`config.mk`:
```
export PLATFORM = sky130hd
export DESIGN_NAME = pwl_ram
export DESIGN_NICKNAME = d
export VERILOG_FILES = /design/src/rtl/core/pwl_ram.sv
export SDC_FILE = /design/constraint.sdc
export NUM_CORES = 1
export LEC_CHECK = 0
export BUFFER_PORTS_ARGS = -buffer_cell sky130_fd_sc_hd__buf_2
export CORE_MARGIN = 3
export CORE_UTILIZATION = 45
export CTS_BUF_LIST = sky130_fd_sc_hd__clkbuf_4 sky130_fd_sc_hd__clkbuf_8
export CTS_CLUSTER_DIAMETER = 150
export CTS_CLUSTER_SIZE = 20
export DETAILED_ROUTE_END_ITERATION = 8
export GPL_ROUTABILITY_DRIVEN = 0
export GPL_TIMING_DRIVEN = 0
export HOLD_SLACK_MARGIN = 0.05
export PLACE_DENSITY = 0.6
export SYNTH_ARGS = -nofsm -noshare
export SYNTH_HDL_FRONTEND = slang
export SYNTH_SLANG_ARGS = --single-unit
```
`constraint.sdc`:
```
create_clock -name clk -period 5.8 [get_ports clk]
set_input_delay 1.16 -clock clk [delete_from_list [all_inputs] [get_ports clk]]
set_output_delay 1.16 -clock clk [all_outputs]
set_load 0.03 [all_outputs]
```
`src/rtl/core/pwl_ram.sv`:
```
// Generic single-port-write, one-read RAM with a registered read.
`timescale 1ns / 1ps
module pwl_ram #(
  parameter int WIDTH = 32,
  parameter int DEPTH = 16
) (
  input  logic                     clk,
  input  logic                     we,
  input  logic [$clog2(DEPTH)-1:0] waddr,
  input  logic [WIDTH-1:0]         wdata,
  input  logic [$clog2(DEPTH)-1:0] raddr,
  output logic [WIDTH-1:0]         rdata
);
  logic [WIDTH-1:0] mem [DEPTH];
  always_ff @(posedge clk) begin
    if (we) begin
      mem[waddr] <= wdata;
    end
    rdata <= mem[raddr];
  end
endmodule

```
# Word level (Yosys, flattened, before mapping)
# Memories as Yosys holds them, arrays and structs flattened. A register that Yosys moved wholly into a read port is not among the register bits.
# Index checks and enable logic that the tools add are counted.
[op_classes]
n_mux = 2
[op_table]
columns = ["op", "n"]
rows = [
  ["$mux W1", 2],
]
[word_totals]
ff_bits = 0
mem_bits_rw = 512
inputBits = 42
out_inout_bits = 32
wordCells = 3
n_memories = 1
[memory_table]
columns = ["name", "words", "width", "read_ports", "rd_clocked_by_memory_dff", "write_ports", "line_no", "text"]
rows = [
  ["mem", 16, 32, 1, 1, 1, "14", "logic [WIDTH-1:0] mem [DEPTH];"],
]

# Logic depth before layout (Yosys ltp)
[depth]
ltp_word = 2
ltp_mapped = 5
ltp_nobuf = 3

# Worst setup path after synthesis
# Ideal clock, no wire load.
[synth_path]
kind = "input to register"
start = "input port waddr[2]"
end = "memory mem[0][0] (enable)"
setup_time_ps = 461
t_arrival_ps = 3878
required_time_ps = 5339
slack_ps = 1460
stages = 2
path_buffers = 0
path_cell_list = "or3b_2 nor3_1"
[synth_lines]
columns = ["item", "line_no", "text"]
rows = [
  ["from (decl)", "9", "input logic [$clog2(DEPTH)-1:0] waddr,"],
  ["to (decl)", "14", ""],
]
# Straight into the memory's write port.

# Worst setup path in the final report
[layout_path]
start = "input port waddr[3]"
end = "memory mem[4][29] (enable)"
# Straight into the memory's write port.

==> results.md <==
* CTS H-tree depth at 1
* Filler cells at 3,466
* Hold WS at between 0.6 and 0.7 ns
* Root Buffer: clkbuf_8
* Clk_skew at around 0.037 ns
* Gr ovfl total at 0
* Remaining DRCs at 0
* Worst Setup SP: waddr[3]
* Chip height at 216.0 um
* Clock power share at 0.271
* Initial antenna violation count at 1
* Largest delay contributor family on the critical path: simple AND/OR/NAND/NOR gates
* Maxcap violations at 0
* Crit path max fanout at 9
* Pint at roughly 5.2 mW
* Worst Min Path Start: mem[14][24]
* Seq pwr share at 0.661
* Gr usage total at 0.1847
* Layout area overhead at 11.40%
* Num CTS Buffers at 31
* Worst r2r src: mem[11][20]
* Final net count at ~1.0k
* Fmax at 395.1 MHz
* Ports at 74
* Setup TNS at 0 ns
* Critical path class: in2reg
* Largest net degree at the start of global routing at 22
* Switching Share at 0.2163
* Post-synthesis sequential area ratio at 0.8067
* Power Density at 301.4 nW/um^2
* Final setup viols at 0
* Post_cts resized at 0
* Vias/cell at about 5.7
* Routed vias at 8,957
* Vias in the first global route at 9,286
* TritonRoute pass-1 iters at 5
* Data required time of the worst path at just over 6 ns
* First-pass GRT wire length at 63.15 mm
* CP bufs+invs at 3
* Final hold violations at 0
* Setup bufs post-CTS at 0
* Post-DRT Antenna Nets at 0
* Final period util at 0.4364
* Hold-fix buffers, CTS at 0
* Cell count after synthesis at roughly 840
* Slowest stage cell on the critical path: nor3_2
* Die X-Extent at approximately 220 um
* Worst-skew pair later-pin latency at between 0.6 and 0.7 ns
* CP max stage delay at 0.81 ns
* DP Area at 21,490 um^2
* Minimum clock period at between 2 and 3 ns
* Sink Count at 544
* Hold WC Path Type: reg2reg
* Max Root-Sink Buffers at 3
* Share of cells above drive strength 1 at 0.3199
* Cell area after layout at 22,120 um^2
* Synth warnings at 0
* Slew HR at 0.3656
* Worst path arrival time at 2.90 ns
* Distinct cells, synth at 18
* CP Cell Sequence: buf_2, nand3b_1, nor3_2, buf_8, buf_6
* Total power at 6.666 mW
* # diodes at 0
* Wire per inst at around 27 um
* Cell Area, Synth at 19,850 um^2
* RSZ-0062 raised after global routing: false
* CTS tree: yes
* Crit path launch type: input pin
* LEAKAGE at 6.960 nW
* CTS clk-pin slew, worst paths at 0.13 ns
* Worst VDD drop at 0.1874 mV
* Outcome: finished, final reports clean
* Hpwl dp at 26.00 mm
* Setup crit end kind: flip-flop
* Sw power at 1.442 mW
* Multi-input gate area at 3726 um^2
* Slew Limit Fails at 0
* Comb pwr share at 0.068
* Slew @ Worst Pin at 0.9515 ns
* Syn avg cell area at 23.69 um^2
* Core area at 43,360 um^2
* Initial Util at 0.4579
* IO buf count at between 70 and 80
* Yosys reg bits at 544
* 1st-iter DRT viols at between 800 and 900
* Reg area at about 16,000 um^2
* Detailed Route WL at 42.40 mm
* Site Rows at 76
* Post-synth net total at 880
* Die Area at about 47,000 um^2
[worst register-to-register path, stage by stage (launching register included)]
cell and delay [ns]:
edfxtp_1 0.38, mux4_2 0.47, a22oi_1 0.29, nand2_1 0.14
[Yosys cell counts]
library cell / instances / area [um^2]
edfxtp_1: 512 / 15370
mux4_2: 128 / 2883
a22oi_1: 64 / 480.5
nand2_1: 33 / 123.9
dfxtp_1: 32 / 640.6
clkbuf_1: 17 / 63.81
nor2_1: 13 / 48.80
buf_4: 11 / 82.58
buf_1: 9 / 33.78
buf_2: 4 / 20.02
nor3_1: 4 / 20.02
buf_6: 2 / 22.52
nand2b_1: 2 / 12.51
nand3b_1: 2 / 15.01
nor2b_1: 2 / 12.51
and2_1: 1 / 6.260
nand3_1: 1 / 5.000
or3b_2: 1 / 8.760
[layer usage]
metal,part of all wire,GRT usage,up-vias
met3,0.055,0.02323,45
met1,0.47,0.2916,4831
met2,0.47,0.2868,272
met5,0.00031,0,-
li1,-,-,3807
met4,0.012,0.02780,2
[cells in the final DEF (no fill, tap or decap)]
cell      netlist  routed
a22oi_1        64      64
and2_1          1       1
buf_1           9       9
buf_12          0      11
buf_16          0       1
buf_2           4      75
buf_4          11      12
buf_6           2      14
buf_8           0       3
clkbuf_1       17      17
clkbuf_4        0      25
clkbuf_8        0      31
dfxtp_1        32      32
edfxtp_1      512     512
inv_12          0       1
mux4_2        128     128
nand2_1        33      33
nand2b_1        2       2
nand3_1         1       1
nand3b_1        2       2
nor2_1         13       1
nor2_4          0      12
nor2b_1         2       2
nor3_2          0       4
or3b_2          1       1
[worst paths after layout]
kind / end / slack (ns) / cells after the start
setup / recovery: mem[4][29] / 3.27 / 5
hold / removal: rdata[24] / 0.67 / 3
setup reg to reg: rdata[20] / 4.38 / 3
hold reg to reg: rdata[24] / 0.67 / 3
[power by group through the flow]
| stage | Combinational (mW) | Clock [mW] | Sequential, mW |
|---|---|---|---|
| 2_1_floorplan | 0.211 | 0 | 4.55 |
| 3_3_place_gp | 0.436 | 0 | 4.50 |
| 3_5_place_dp | 0.459 | 0 | 4.50 |
| 4_1_cts | 0.461 | 1.86 | 4.41 |
| 5_1_grt | 0.488 | 2.02 | 4.42 |
| 6_report | 0.453 | 1.81 | 4.41 |
[metrics by stage]
step / cells / util / setup WS, ns
finish: 1579 / 0.5101 / 3.269
global route: 1579 / 0.5101 / 3.253
CTS: 1579 / 0.5101 / 3.318
detailed placement: 1522 / 0.4955 / 2.576
global placement: 1494 / 0.4829 / -1.507
floorplan: 838 / - / 1.460
[logic make-up after synthesis]
group | Yosys count | share of synthesized area
AO/OA/AOI/OAI | 64 | 0.02420
buffers and inverters | 43 | 0.01122
flip-flops | 544 | 0.8067
multiplexers | 128 | 0.1452
AND/OR/NAND/NOR | 59 | 0.01273
[flip-flops by register name, summed over array words and instances (netlist names)]
signal	count
mem	512
rdata	32
[area by class of cell]
type | instances | area share
Clock inverter | 1 | 0.0007354
Buffer | 43 | 0.01007
Multi-Input combinational cell | 251 | 0.1685
Sequential cell | 544 | 0.7241
Timing Repair Buffer | 99 | 0.03575
Clock buffer | 56 | 0.02778
Tap cell | 585 | 0.03309
Note: power is estimated with default switching activity, not from simulation.
